==> src/hw/rtl/mie_pkg.sv <==
// ---------------------------------------------------------------------------
// mie_pkg
// Shared types and instruction codes for the 8-bit microcontroller execute unit.
// ---------------------------------------------------------------------------
`default_nettype none

package mie_pkg;

    localparam logic [4:0] OP_MOVLW  = 5'd0;
    localparam logic [4:0] OP_ADDLW  = 5'd1;
    localparam logic [4:0] OP_MOVWF  = 5'd2;
    localparam logic [4:0] OP_CLRF   = 5'd3;
    localparam logic [4:0] OP_ANDLW  = 5'd4;
    localparam logic [4:0] OP_ADDWF  = 5'd5;
    localparam logic [4:0] OP_ANDWF  = 5'd6;
    localparam logic [4:0] OP_BCF    = 5'd7;
    localparam logic [4:0] OP_BSF    = 5'd8;
    localparam logic [4:0] OP_COMF   = 5'd9;
    localparam logic [4:0] OP_DECF   = 5'd10;
    localparam logic [4:0] OP_INCF   = 5'd11;
    localparam logic [4:0] OP_IORLW  = 5'd12;
    localparam logic [4:0] OP_IORWF  = 5'd13;
    localparam logic [4:0] OP_RLF    = 5'd14;
    localparam logic [4:0] OP_RRF    = 5'd15;
    localparam logic [4:0] OP_SUBLW  = 5'd16;
    localparam logic [4:0] OP_SUBWF  = 5'd17;
    localparam logic [4:0] OP_SWAPF  = 5'd18;
    localparam logic [4:0] OP_XORLW  = 5'd19;
    localparam logic [4:0] OP_XORWF  = 5'd20;
    localparam logic [4:0] OP_MOVF   = 5'd21;
    localparam logic [4:0] OP_GOTO   = 5'd22;
    localparam logic [4:0] OP_NOP    = 5'd23;
    localparam logic [4:0] OP_CLRW   = 5'd24;
    localparam logic [4:0] OP_DECFSZ = 5'd25;
    localparam logic [4:0] OP_INCFSZ = 5'd26;
    localparam logic [4:0] OP_BTFSC  = 5'd27;
    localparam logic [4:0] OP_BTFSS  = 5'd28;
    localparam logic [4:0] OP_CALL   = 5'd29;
    localparam logic [4:0] OP_RETURN = 5'd30;

    typedef struct packed {
        logic [4:0]  op;
        logic [6:0]  file_addr;
        logic        dest_file;
        logic [2:0]  bit_index;
        logic [7:0]  literal;
        logic [10:0] target_addr;
        logic [10:0] return_addr;
    } t_req;

    typedef struct packed {
        logic [7:0]  w_value;
        logic        carry;
        logic        digit_carry;
        logic        zero;
        logic [7:0]  result_value;
        logic        skip_next;
        logic        jump_taken;
        logic [10:0] jump_target;
    } t_rsp;

    typedef struct packed {
        logic c;
        logic dc;
        logic z;
    } t_flags;

    typedef struct packed {
        logic [7:0] res;
        t_flags     flags;
        logic       skip;
        logic       wr_w;
        logic       wr_f;
        logic       dest;
    } t_alu;

endpackage

`default_nettype wire

==> src/hw/rtl/mcu_instruction_execute.sv <==
// ---------------------------------------------------------------------------
// mcu_instruction_execute
// Execute unit for an 8-bit microcontroller subset: working register, flags,
// data memory and return stack, one decoded instruction per request.
// ---------------------------------------------------------------------------
// Usage:
//   requests enter on i_in_valid / o_in_ready with a decoded instruction in
//   i_in_req; one response per request leaves on o_out_valid / i_out_ready
//   carrying W, the flags, the computed byte, the skip request and any jump.
//   the data memory read is registered with the request into the execute
//   stage, which computes and writes back into the output register.
//   without receiver stalls, throughput is one request per cycle; the data
//   memory read-modify-write with forwarding of the write in flight keeps it.
//   after reset W, flags, stack pointer and stack are zero and every data
//   byte reads as zero; per-byte valid flops make this take effect at once.
//   when the receiver stalls, the output register holds and the execute
//   stage fills; o_in_ready drops only once both are occupied.
// ---------------------------------------------------------------------------
`default_nettype none

module mcu_instruction_execute
    import mie_pkg::*;
#(
    parameter int DATA_WORDS  = 128,
    parameter int STACK_DEPTH = 8
) (
    input  wire logic i_clk,
    input  wire logic i_rst_n,
    input  wire logic i_in_valid,
    output logic      o_in_ready,
    input  wire t_req i_in_req,
    output logic      o_out_valid,
    input  wire logic i_out_ready,
    output t_rsp      o_out_rsp
);

    localparam int AW  = $clog2(DATA_WORDS);
    localparam int SPW = $clog2(STACK_DEPTH);
    localparam logic [9:0]     DW10    = 10'(DATA_WORDS);
    localparam logic [SPW-1:0] SP_LAST = SPW'(STACK_DEPTH - 1);

    // pipeline control
    logic          in_fire;
    logic          s1_fire;
    logic [9:0]    addr_tmp;
    logic [AW-1:0] in_addr;

    // execute stage
    logic          r_s1_valid;
    t_req          r_s1_req;
    logic [AW-1:0] r_s1_addr;
    logic          r_fwd_hit;
    logic [7:0]    r_fwd_data;

    // architectural state
    logic [7:0]    r_w;
    t_flags        r_flags;
    logic          r_dvalid [DATA_WORDS];
    logic [10:0]   r_stack [STACK_DEPTH];
    logic [SPW-1:0] r_sp;

    // output register
    logic          r_out_valid;
    t_rsp          r_out_rsp;

    logic [7:0]     ram_q;
    logic [7:0]     f_byte;
    t_alu           alu;
    logic           ram_we;
    logic [7:0]     n_w;
    logic [SPW-1:0] n_sp;
    logic [SPW-1:0] sp_dec;
    logic           stack_we;
    t_rsp           n_rsp;

    // file address modulo data size
    always_comb begin
        addr_tmp = {3'b0, i_in_req.file_addr};
        for (int k = 2; k >= 0; k--) begin
            if (addr_tmp >= (DW10 << k)) begin
                addr_tmp = addr_tmp - (DW10 << k);
            end
        end
        in_addr = addr_tmp[AW-1:0];
    end

    assign s1_fire    = r_s1_valid && (!r_out_valid || i_out_ready);
    assign o_in_ready = !r_s1_valid || s1_fire;
    assign in_fire    = i_in_valid && o_in_ready;

    mie_ram #(
        .WIDTH(8),
        .DEPTH(DATA_WORDS)
    ) u_data_ram (
        .i_clk  (i_clk),
        .i_we   (ram_we),
        .i_waddr(r_s1_addr),
        .i_wdata(alu.res),
        .i_re   (in_fire),
        .i_raddr(in_addr),
        .o_rdata(ram_q)
    );

    assign f_byte = r_fwd_hit ? r_fwd_data : (r_dvalid[r_s1_addr] ? ram_q : 8'd0);

    mie_alu u_alu (
        .i_op   (r_s1_req.op),
        .i_f    (f_byte),
        .i_w    (r_w),
        .i_lit  (r_s1_req.literal),
        .i_bit  (r_s1_req.bit_index),
        .i_flags(r_flags),
        .o_alu  (alu)
    );

    assign sp_dec = (r_sp == '0) ? SP_LAST : r_sp - SPW'(1);

    always_comb begin
        ram_we   = s1_fire && (alu.wr_f || (alu.dest && r_s1_req.dest_file));
        n_w      = (alu.wr_w || (alu.dest && !r_s1_req.dest_file)) ? alu.res : r_w;
        n_sp     = r_sp;
        stack_we = 1'b0;

        n_rsp              = '0;
        n_rsp.w_value      = n_w;
        n_rsp.carry        = alu.flags.c;
        n_rsp.digit_carry  = alu.flags.dc;
        n_rsp.zero         = alu.flags.z;
        n_rsp.result_value = alu.res;
        n_rsp.skip_next    = alu.skip;

        case (r_s1_req.op)
            OP_GOTO: begin
                n_rsp.jump_taken  = 1'b1;
                n_rsp.jump_target = r_s1_req.target_addr;
            end
            OP_CALL: begin
                stack_we          = 1'b1;
                n_sp              = (r_sp == SP_LAST) ? '0 : r_sp + SPW'(1);
                n_rsp.jump_taken  = 1'b1;
                n_rsp.jump_target = r_s1_req.target_addr;
            end
            OP_RETURN: begin
                n_sp              = sp_dec;
                n_rsp.jump_taken  = 1'b1;
                n_rsp.jump_target = r_stack[sp_dec];
            end
            default: begin
            end
        endcase
    end

    always_ff @(posedge i_clk) begin
        if (!i_rst_n) begin
            r_s1_valid  <= 1'b0;
            r_out_valid <= 1'b0;
            r_w         <= 8'd0;
            r_flags     <= '0;
            r_sp        <= '0;
            r_fwd_hit   <= 1'b0;
            for (int i = 0; i < DATA_WORDS; i++) begin
                r_dvalid[i] <= 1'b0;
            end
            for (int i = 0; i < STACK_DEPTH; i++) begin
                r_stack[i] <= 11'd0;
            end
        end else begin
            if (o_in_ready) begin
                r_s1_valid <= i_in_valid;
            end
            if (in_fire) begin
                // write in flight to the same byte is not yet visible in the read
                r_fwd_hit <= ram_we && (in_addr == r_s1_addr);
            end
            if (s1_fire) begin
                r_out_valid <= 1'b1;
                r_w         <= n_w;
                r_flags     <= alu.flags;
                r_sp        <= n_sp;
                if (stack_we) begin
                    r_stack[r_sp] <= r_s1_req.return_addr;
                end
            end else if (i_out_ready) begin
                r_out_valid <= 1'b0;
            end
            if (ram_we) begin
                r_dvalid[r_s1_addr] <= 1'b1;
            end
        end
    end

    always_ff @(posedge i_clk) begin
        if (in_fire) begin
            r_s1_req   <= i_in_req;
            r_s1_addr  <= in_addr;
            r_fwd_data <= alu.res;
        end
        if (s1_fire) begin
            r_out_rsp <= n_rsp;
        end
    end

    assign o_out_valid = r_out_valid;
    assign o_out_rsp   = r_out_rsp;

endmodule

`default_nettype wire

==> src/hw/rtl/mie_ram.sv <==
// ---------------------------------------------------------------------------
// mie_ram
// Generic single-port-write, single-port-read RAM with registered read data.
// ---------------------------------------------------------------------------
`default_nettype none

module mie_ram #(
    parameter int WIDTH = 8,
    parameter int DEPTH = 128
) (
    input  wire logic                     i_clk,
    input  wire logic                     i_we,
    input  wire logic [$clog2(DEPTH)-1:0] i_waddr,
    input  wire logic [WIDTH-1:0]         i_wdata,
    input  wire logic                     i_re,
    input  wire logic [$clog2(DEPTH)-1:0] i_raddr,
    output logic      [WIDTH-1:0]         o_rdata
);

    logic [WIDTH-1:0] r_mem [DEPTH];

    always_ff @(posedge i_clk) begin
        if (i_we) begin
            r_mem[i_waddr] <= i_wdata;
        end
        if (i_re) begin
            o_rdata <= r_mem[i_raddr];
        end
    end

endmodule

`default_nettype wire

==> src/hw/rtl/mie_alu.sv <==
// ---------------------------------------------------------------------------
// mie_alu
// Byte datapath: add, subtract, logic, rotate, bit and skip decisions.
// ---------------------------------------------------------------------------
`default_nettype none

module mie_alu
    import mie_pkg::*;
(
    input  wire logic [4:0] i_op,
    input  wire logic [7:0] i_f,
    input  wire logic [7:0] i_w,
    input  wire logic [7:0] i_lit,
    input  wire logic [2:0] i_bit,
    input  wire t_flags     i_flags,
    output t_alu            o_alu
);

    logic [7:0] add_b;
    logic [8:0] add_sum;
    logic [4:0] add_nib;
    logic [7:0] sub_a;
    logic [7:0] sub_diff;
    logic       sub_c;
    logic       sub_dc;
    logic [7:0] mask;
    logic [7:0] f_dec;
    logic [7:0] f_inc;

    always_comb begin
        add_b    = (i_op == OP_ADDLW) ? i_lit : i_f;
        add_sum  = {1'b0, i_w} + {1'b0, add_b};
        add_nib  = {1'b0, i_w[3:0]} + {1'b0, add_b[3:0]};
        sub_a    = (i_op == OP_SUBLW) ? i_lit : i_f;
        sub_diff = sub_a - i_w;
        sub_c    = (i_w <= sub_a);
        sub_dc   = (i_w[3:0] <= sub_a[3:0]);
        mask     = 8'd1 << i_bit;
        f_dec    = i_f - 8'd1;
        f_inc    = i_f + 8'd1;

        o_alu       = '0;
        o_alu.flags = i_flags;

        case (i_op)
            OP_MOVLW: begin
                o_alu.res  = i_lit;
                o_alu.wr_w = 1'b1;
            end
            OP_ADDLW: begin
                o_alu.res      = add_sum[7:0];
                o_alu.flags.c  = add_sum[8];
                o_alu.flags.dc = add_nib[4];
                o_alu.flags.z  = (add_sum[7:0] == 8'd0);
                o_alu.wr_w     = 1'b1;
            end
            OP_MOVWF: begin
                o_alu.res  = i_w;
                o_alu.wr_f = 1'b1;
            end
            OP_CLRF: begin
                o_alu.res     = 8'd0;
                o_alu.flags.z = 1'b1;
                o_alu.wr_f    = 1'b1;
            end
            OP_ANDLW: begin
                o_alu.res     = i_w & i_lit;
                o_alu.flags.z = ((i_w & i_lit) == 8'd0);
                o_alu.wr_w    = 1'b1;
            end
            OP_ADDWF: begin
                o_alu.res      = add_sum[7:0];
                o_alu.flags.c  = add_sum[8];
                o_alu.flags.dc = add_nib[4];
                o_alu.flags.z  = (add_sum[7:0] == 8'd0);
                o_alu.dest     = 1'b1;
            end
            OP_ANDWF: begin
                o_alu.res     = i_w & i_f;
                o_alu.flags.z = ((i_w & i_f) == 8'd0);
                o_alu.dest    = 1'b1;
            end
            OP_BCF: begin
                o_alu.res  = i_f & ~mask;
                o_alu.wr_f = 1'b1;
            end
            OP_BSF: begin
                o_alu.res  = i_f | mask;
                o_alu.wr_f = 1'b1;
            end
            OP_COMF: begin
                o_alu.res     = ~i_f;
                o_alu.flags.z = (i_f == 8'hFF);
                o_alu.dest    = 1'b1;
            end
            OP_DECF: begin
                o_alu.res     = f_dec;
                o_alu.flags.z = (f_dec == 8'd0);
                o_alu.dest    = 1'b1;
            end
            OP_INCF: begin
                o_alu.res     = f_inc;
                o_alu.flags.z = (f_inc == 8'd0);
                o_alu.dest    = 1'b1;
            end
            OP_IORLW: begin
                o_alu.res     = i_w | i_lit;
                o_alu.flags.z = ((i_w | i_lit) == 8'd0);
                o_alu.wr_w    = 1'b1;
            end
            OP_IORWF: begin
                o_alu.res     = i_w | i_f;
                o_alu.flags.z = ((i_w | i_f) == 8'd0);
                o_alu.dest    = 1'b1;
            end
            OP_RLF: begin
                o_alu.res     = {i_f[6:0], i_flags.c};
                o_alu.flags.c = i_f[7];
                o_alu.dest    = 1'b1;
            end
            OP_RRF: begin
                o_alu.res     = {i_flags.c, i_f[7:1]};
                o_alu.flags.c = i_f[0];
                o_alu.dest    = 1'b1;
            end
            OP_SUBLW: begin
                o_alu.res      = sub_diff;
                o_alu.flags.c  = sub_c;
                o_alu.flags.dc = sub_dc;
                o_alu.flags.z  = (sub_diff == 8'd0);
                o_alu.wr_w     = 1'b1;
            end
            OP_SUBWF: begin
                o_alu.res      = sub_diff;
                o_alu.flags.c  = sub_c;
                o_alu.flags.dc = sub_dc;
                o_alu.flags.z  = (sub_diff == 8'd0);
                o_alu.dest     = 1'b1;
            end
            OP_SWAPF: begin
                o_alu.res  = {i_f[3:0], i_f[7:4]};
                o_alu.dest = 1'b1;
            end
            OP_XORLW: begin
                o_alu.res     = i_w ^ i_lit;
                o_alu.flags.z = ((i_w ^ i_lit) == 8'd0);
                o_alu.wr_w    = 1'b1;
            end
            OP_XORWF: begin
                o_alu.res     = i_w ^ i_f;
                o_alu.flags.z = ((i_w ^ i_f) == 8'd0);
                o_alu.dest    = 1'b1;
            end
            OP_MOVF: begin
                o_alu.res     = i_f;
                o_alu.flags.z = (i_f == 8'd0);
                o_alu.dest    = 1'b1;
            end
            OP_CLRW: begin
                o_alu.res     = 8'd0;
                o_alu.flags.z = 1'b1;
                o_alu.wr_w    = 1'b1;
            end
            OP_DECFSZ: begin
                o_alu.res  = f_dec;
                o_alu.skip = (f_dec == 8'd0);
                o_alu.dest = 1'b1;
            end
            OP_INCFSZ: begin
                o_alu.res  = f_inc;
                o_alu.skip = (f_inc == 8'd0);
                o_alu.dest = 1'b1;
            end
            OP_BTFSC: begin
                o_alu.res  = i_f;
                o_alu.skip = ((i_f & mask) == 8'd0);
            end
            OP_BTFSS: begin
                o_alu.res  = i_f;
                o_alu.skip = ((i_f & mask) != 8'd0);
            end
            default: begin
            end
        endcase
    end

endmodule

`default_nettype wire

==> config.mk <==
export PLATFORM = sky130hd
export DESIGN_NAME = mcu_instruction_execute
export DESIGN_NICKNAME = d
export VERILOG_FILES = /design/src/hw/rtl/mie_pkg.sv /design/src/hw/rtl/mcu_instruction_execute.sv /design/src/hw/rtl/mie_ram.sv /design/src/hw/rtl/mie_alu.sv
export SDC_FILE = /design/constraint.sdc
export NUM_CORES = 2
export LEC_CHECK = 0
export BUFFER_PORTS_ARGS = -buffer_cell sky130_fd_sc_hd__clkbuf_2
export CAP_MARGIN = 20
export CORE_AREA = 2 2 315 317
export CTS_CLUSTER_SIZE = 25
export DETAILED_ROUTE_END_ITERATION = 16
export DIE_AREA = 0 0 317 319
export PLACE_DENSITY = 0.76
export SLEW_MARGIN = 20
export SYNTH_ARGS = -nofsm -noshare
export SYNTH_HDL_FRONTEND = slang
export SYNTH_SLANG_ARGS = --single-unit
==> constraint.sdc <==
create_clock -name i_clk -period 8.32 [get_ports i_clk]
set_clock_uncertainty 0.1 [all_clocks]
set_input_delay 1.248 -clock i_clk [delete_from_list [all_inputs] [get_ports i_clk]]
set_output_delay 1.248 -clock i_clk [all_outputs]
set_load 0.02 [all_outputs]
== Word level (Yosys, flattened, before mapping) ==
Memories as Yosys holds them, arrays and structs flattened. A register that Yosys moved wholly into a read port is not among the register bits.
Cells that the tools add are included.

* Register bits after elaboration: 103
* Memory bits (writable): 1,240
* Input port bits: 50
* Output and inout port bits: 34
* Memories kept: 3

{| class="wikitable"
|+ Memories
! memory !! depth !! bits a word !! read ports !! clocked after Yosys merged registers in !! write ports !! line !! source
|-
| u_data_ram.r_mem || 128 || 8 || 1 || 1 || 1 || mie_ram.sv:20 || <nowiki>logic [WIDTH-1:0] r_mem [DEPTH];</nowiki>
|-
| r_dvalid || 128 || 1 || 1 || 1 || 128 || mcu_instruction_execute.sv:58 || <nowiki>logic r_dvalid [DATA_WORDS];</nowiki>
|-
| r_stack || 8 || 11 || 1 || 0 || 8 || mcu_instruction_execute.sv:59 || <nowiki>logic [10:0] r_stack [STACK_DEPTH];</nowiki>
|}

* $add $sub $neg: 7
* $lt $le $gt $ge: 2
* Eq/ne operators: 32
* Shift-type cells: 1
* Multiplexer cells: 36
* Bitwise logic cells: 11
* Reductions and logical operators: 43

{| class="wikitable"
|+ Operator list
! kind !! number
|-
| $pmux W8 S19 || 1
|-
| $logic_not A8 Y1 || 12
|-
| $eq A5 B5 Y1 const B || 14
|-
| $eq A5 B4 Y1 const B || 8
|-
| $mux W8 || 5
|-
| $and A8 B8 Y8 || 4
|-
| $or A8 B8 Y8 || 3
|-
| $pmux W12 S2 || 1
|-
| $eq A5 B3 Y1 const B || 4
|-
| $mux W1 || 18
|-
| $not A8 Y8 || 2
|-
| $xor A8 B8 Y8 || 2
|-
| $mux W7 || 2
|-
| $reduce_or A14 Y1 || 1
|-
| $pmux W1 S13 || 1
|-
| $reduce_or A2 Y1 || 6
|-
| $mux W11 || 1
|-
| $reduce_or A11 Y1 || 1
|-
| $eq A5 B2 Y1 const B || 2
|-
| $add A8 B8 Y9 || 1
|-
| $mux W3 || 3
|-
| $add A8 B1 Y8 const B || 1
|-
| $eq A8 B8 Y1 const B || 1
|-
| $le A8 B8 Y1 || 1
|-
| other kinds (25) || 37
|}

== Depth between registers and ports, before layout ==
* Depth after elaboration: 11
* Depth in mapped cells: 26
* Depth with buffers taken out: 21

== Hierarchy ==
From an unflattened synthesis, not the netlist that was laid out.

* Cells, all modules: 3,120
* Area, all modules: 56,500.4 sq um

{| class="wikitable"
|+ By module, submodules not included
! module !! instances !! cells each !! area each (sq um) !! seq. area each (sq um)
|-
| mie_ram || 1 || 1,635 || 39,745.6 || 30,989.7
|-
| mcu_instruction_execute || 1 || 950 || 13,196.4 || 8,267.9
|-
| mie_alu || 1 || 535 || 3,558.4 || 0.0
|}

== Worst setup path after synthesis ==
Ideal clock, no wire load.

* Kind: register -> register
* Start point: register with a tool-made name
* End point: register r_out_rsp (netlist bit o_out_rsp[29]), data pin
* Setup time: 0.284 ns
* Data arrival time: 7.182 ns
* Required time: 7.936 ns
* Setup slack: 0.755 ns
* Stages on the path, launching flop included: 24
* Path through: dfxtp_1 > nor2b_1 > clkbuf_1 > buf_2 > a22oi_1 > a21oi_1 > o41ai_1 > and4_1 > buf_6 > a31o_1 > clkbuf_1 > inv_1 > a21oi_1 > ha_1 > nor2b_1 > o21ai_0 > a21boi_0 > o21ai_0 > nand2b_1 > xor2_1 > a221o_1 > a211oi_1 > o2111ai_1 > mux2_2

{| class="wikitable"
|+ RTL lines
! what !! line !! source
|-
| end signal: assignment || mcu_instruction_execute.sv:199 || <nowiki>r_out_rsp <= n_rsp;</nowiki>
|-
| end: declaration || mcu_instruction_execute.sv:64 || <nowiki>t_rsp r_out_rsp;</nowiki>
|}

==> metrics.md <==
| Metric | Value |
|---|---|
| Inserted Clock Buffers | roughly 140 |
| PD cells | about 250 nW/µm² |
| RR Endpoint | u_data_ram.r_mem[66][7]$_DFFE_PP_ |
| GR Util All Layers | 28.2% |
| Seq/Total Area, Yosys | between 60% and 70% |
| CP bufs+invs | 3 |
| NumNets Final | about 3,300 |
| Worst Tran Pin Value | 1.19 ns |
| Reg2reg path depth | 21 |
| Mean Syn Cell Area | around 18 µm² |
| Avg WL per Cell | roughly 30 µm |
| Starting Density | a little under three fifths |
| CTS Buffer Depth | 3 |
| Number of remaining DRC errors | 0 |
| Post-detail-place hpwl | 86,600 µm |
| CP max FO | between 100 and 150 |
| Final Max Slew Viols | 0 |
| Combinational share of power | under 10% |
| Static Leak | between 20 and 25 nW |
| Internal power | 0.0117 W |
| Post-synth EDFFs | approximately 1,200 |
| Hold Path Stages | 1 |
| #FFs+latches synth | roughly 1,400 |
| Synth Flop Type | edfxtp_1 |
| Proportion of layout cells with a drive suffix above 1 | a little under a quarter |
| Vias in the first global route | 31,300 |
| DR vias | 30,400 |
| Critical path, cell by cell | mux2i_1 > a22oi_1 > a21oi_1 > o41ai_1 > and4_1 > buf_4 > a31o_1 > inv_1 > a21oi_1 > ha_1 > a21o_1 > a21oi_1 > o21bai_1 > a2111oi_0 > nor3_1 > xor2_1 > o2bb2ai_1 > a221oi_1 > and3_1 > nand2_8 > buf_4 |
| Row count | ~120 |
| Synth Cell Area | about 56,000 µm² |
| Initial antenna violation count | 5 |
| Hold WC Path Type | reg -> reg |
| CP max stage delay | roughly 1.1 ns |
| Post-synthesis cell type count | slightly above 80 |
| Largest net degree at the start of global routing | around 140 |
| First-pass GRT wire length | approximately 210,000 µm |
| Slowest CP cell | dfxtp_4 |
| Nature of the critical path endpoint | register |
| RePlAce Congestion | between 0.9 and 1 |
| Setup_tns | 0 ns |
| Synthesized instance count | about 3,100 |
| H-tree Lvls | 4 |
| DRT antenna net count | 0 |
| Net Sw Power | approximately 0.0037 W |
| Seq pwr share | about half |
| Diode count | 0 |
| Worst Setup Start Kind | register |
| Synthesized Nets | 3,226 |
| Reg clk slew, reported paths | about 0.060 ns |
| Fmax | ~140 MHz |
| Most used cell along the critical path | a21oi_1 |
| Post-CTS Setup Bufs | 0 |
| Root Driver | clkbuf_16 |
| Worst hold margin | approximately 0.37 ns |
| CP top delay family | compound AO/OA/AOI/OAI gates |
| Crit path time final | roughly 7.0 ns |
| Max cap viols | 0 |
| Asr flop ratio synth | 0% |
| Worst-skew pair later-pin latency | 0.75 ns |
| Req. time, crit path | 8.68 ns |
| RSZ-0062 raised after global routing | no |
| Die Wd | 317 µm |
| DRT iter0 DRCs | between 4,000 and 5,000 |
| Clock Power Share | 39.6% |
| DRT Wirelength | between 100,000 and 150,000 µm |
| Worst vdd ir | 0.331 mV |
| Port bufs | between 80 and 90 |
| Slew HR | roughly a fifth |
| Die ar. | around 100,000 µm² |
| Switching share of power | 24.1% |
| Worst setup path category | reg -> reg |
| CTS tree | yes |
| Final hold violations | 0 |
| Die H | about 320 µm |
| R2R Setup Slk | between 1 and 1.5 ns |
| Grt total ovfl | 0 |
| Run status | completed |
| Final setup viols | 0 |
| Cts hold-fix bufs | 0 |
| Layout overhead on the synthesized area | 11.3% |
| Hold endpoint | r_dvalid[55]$_DFF_P_ |
| Resize count post-CTS | 0 |
| Synth warnings | 0 |
| Crit share post-route | between 80 and 90% |
| Total clock sinks | approximately 1,400 |
| # IOs | 84 |
| Crit path arrival time | between 7 and 8 ns |
| Hold path start | r_dvalid[55]$_DFF_P_ |
| Drt pass-1 iters | 6 |
| Vias/cell | 6.60 |
| Core box area | ~100,000 µm² |
==> state kept, by name, summed over array words and instances, names as in the netlist, named ones only <==
signal and cells:
o_out_rsp 32, r_sp 3, r_s1_req 39, r_fwd_data 8, u_data_ram.o_rdata 8, o_out_valid 1
r_s1_valid 1, r_fwd_hit 1, r_stack 88, r_s1_addr 7, r_w 8, u_data_ram.r_mem 1024
r_dvalid 128, r_flags 3
==> layout by cell type (no fill, tap or decap), types with 10 or more instances in the layout <==
| cell type | Yosys | layout |
|---|---|---|
| and2_1 | 103 | 103 |
| nor2b_1 | 20 | 18 |
| nand2_1 | 95 | 94 |
| bufinv_16 | 0 | 10 |
| clkbuf_16 | 0 | 137 |
| nor4_1 | 16 | 16 |
| clkbuf_1 | 117 | 28 |
| nand4_1 | 22 | 22 |
| nand2b_1 | 12 | 12 |
| o21ai_0 | 58 | 58 |
| a22oi_1 | 40 | 40 |
| clkbuf_2 | 0 | 78 |
| dfxtp_1 | 152 | 151 |
| xnor2_1 | 13 | 13 |
| clkinv_1 | 1 | 30 |
| inv_1 | 42 | 41 |
| mux4_2 | 358 | 358 |
| mux2_2 | 23 | 23 |
| nor2_2 | 0 | 29 |
| a21oi_1 | 56 | 56 |
| buf_4 | 4 | 41 |
| a221oi_1 | 16 | 16 |
| nand3_1 | 35 | 33 |
| xor2_1 | 15 | 15 |
| a21o_1 | 12 | 12 |
| mux2i_1 | 79 | 79 |
| clkinv_2 | 0 | 20 |
| o21a_1 | 134 | 134 |
| nor2_1 | 203 | 174 |
| ha_1 | 62 | 62 |
| edfxtp_1 | 1206 | 1206 |
| nor3_1 | 21 | 21 |
==> worst max path at each step <==
stage                         from  cells after the start                                 to  slack (ns)
after CTS                 register                     21  u_data_ram.r_mem[66][7]$_DFFE_PP_        1.25
after global routing      register                     21  u_data_ram.r_mem[70][7]$_DFFE_PP_        0.93
after detailed placement  register                     21  u_data_ram.r_mem[65][7]$_DFFE_PP_        1.29
final                     register                     21  u_data_ram.r_mem[66][7]$_DFFE_PP_        1.30
after global placement    register                     21  u_data_ram.r_mem[64][7]$_DFFE_PP_        1.45
after floorplan           register                     23            o_out_rsp[29]$_DFFE_PP_        0.75
==> routing by layer <==
metal  global-route usage (%)  vias up  wire [µm]
met4                     8.79        8       4160
li1                         -    12700          -
met5                        0        -         54
met1                     38.4    15800      54700
met2                     46.4     1524      70600
met3                     5.13      298      10200
==> synthesized netlist by cell type (23+ instances only) <==
| library cell | instances | area (µm²) |
|---|---|---|
| a22oi_1 | 40 | 300 |
| mux2_2 | 23 | 259 |
| and2_1 | 103 | 644 |
| nand2_1 | 95 | 357 |
| inv_1 | 42 | 158 |
| clkbuf_1 | 117 | 439 |
| o21a_1 | 134 | 1010 |
| edfxtp_1 | 1206 | 36200 |
| nor2_1 | 203 | 762 |
| ha_1 | 62 | 776 |
| buf_1 | 38 | 143 |
| a21oi_1 | 56 | 280 |
| nand3_1 | 35 | 175 |
| o21ai_0 | 58 | 290 |
| mux4_2 | 358 | 8060 |
| mux2i_1 | 79 | 791 |
| dfxtp_1 | 152 | 3040 |
==> power groups by stage <==
stage                     logic (W)  clock network, W  registers, W
after floorplan            0.000867                 0       0.00810
after global placement      0.00133                 0       0.00804
after detailed placement    0.00138                 0       0.00805
after CTS                   0.00139           0.00618       0.00791
after global routing        0.00150           0.00643       0.00791
final                       0.00139           0.00611       0.00791
==> worst register-to-register path: cells and delay by family, from the launching register on <==
family	cells	cell delay (ns)
and+or+nand+nor	4	1.10
muxes	1	0.24
AOI/OAI and AO/OA	11	2.78
DFF	1	1.05
buffers and inverters	3	1.03
adders and majority gates	1	0.26
xor gates and xnor gates	1	0.18
==> final cells by class <==
type	instances	area, µm²
Sequential cell	1358	39300
Fill cell	6495	35200
Multi-Input combinational cell	1531	16100
Clock buffer	168	3570
Tap cell	1287	1610
Clock inverter	85	877
Timing Repair Buffer	129	857
Inverter	49	184
==> logic make-up (layout without fill, tap and decap cells) <==
| group | after synthesis | after routing | share of synthesized area (%) |
|---|---|---|---|
| XOR/XNOR | 28 | 28 | 0.437 |
| multiplexers | 460 | 460 | 16.2 |
| AO/OA/AOI/OAI | 418 | 418 | 5.35 |
| AND/OR/NAND/NOR | 561 | 561 | 4.90 |
| flip-flops | 1358 | 1358 | 70.0 |
| buffers and inverters | 223 | 431 | 1.65 |
| adder cells (fa/ha/maj) | 64 | 64 | 1.45 |
==> per-stage QoR <==
stage          area [µm²]  util (%)  cells  power, W  setup WS (ns)
2_1_floorplan       56100         -   3112   0.00897          0.755
3_3_place_gp        57900      59.2   4350   0.00938           1.45
3_5_place_dp        57900      59.3   4353   0.00943           1.29
4_1_cts             62400      63.8   4606    0.0155           1.25
5_1_grt             62500      63.9   4607    0.0158          0.935
6_report            62500      63.9   4607    0.0154           1.30
(Power assumes the default switching activity.)
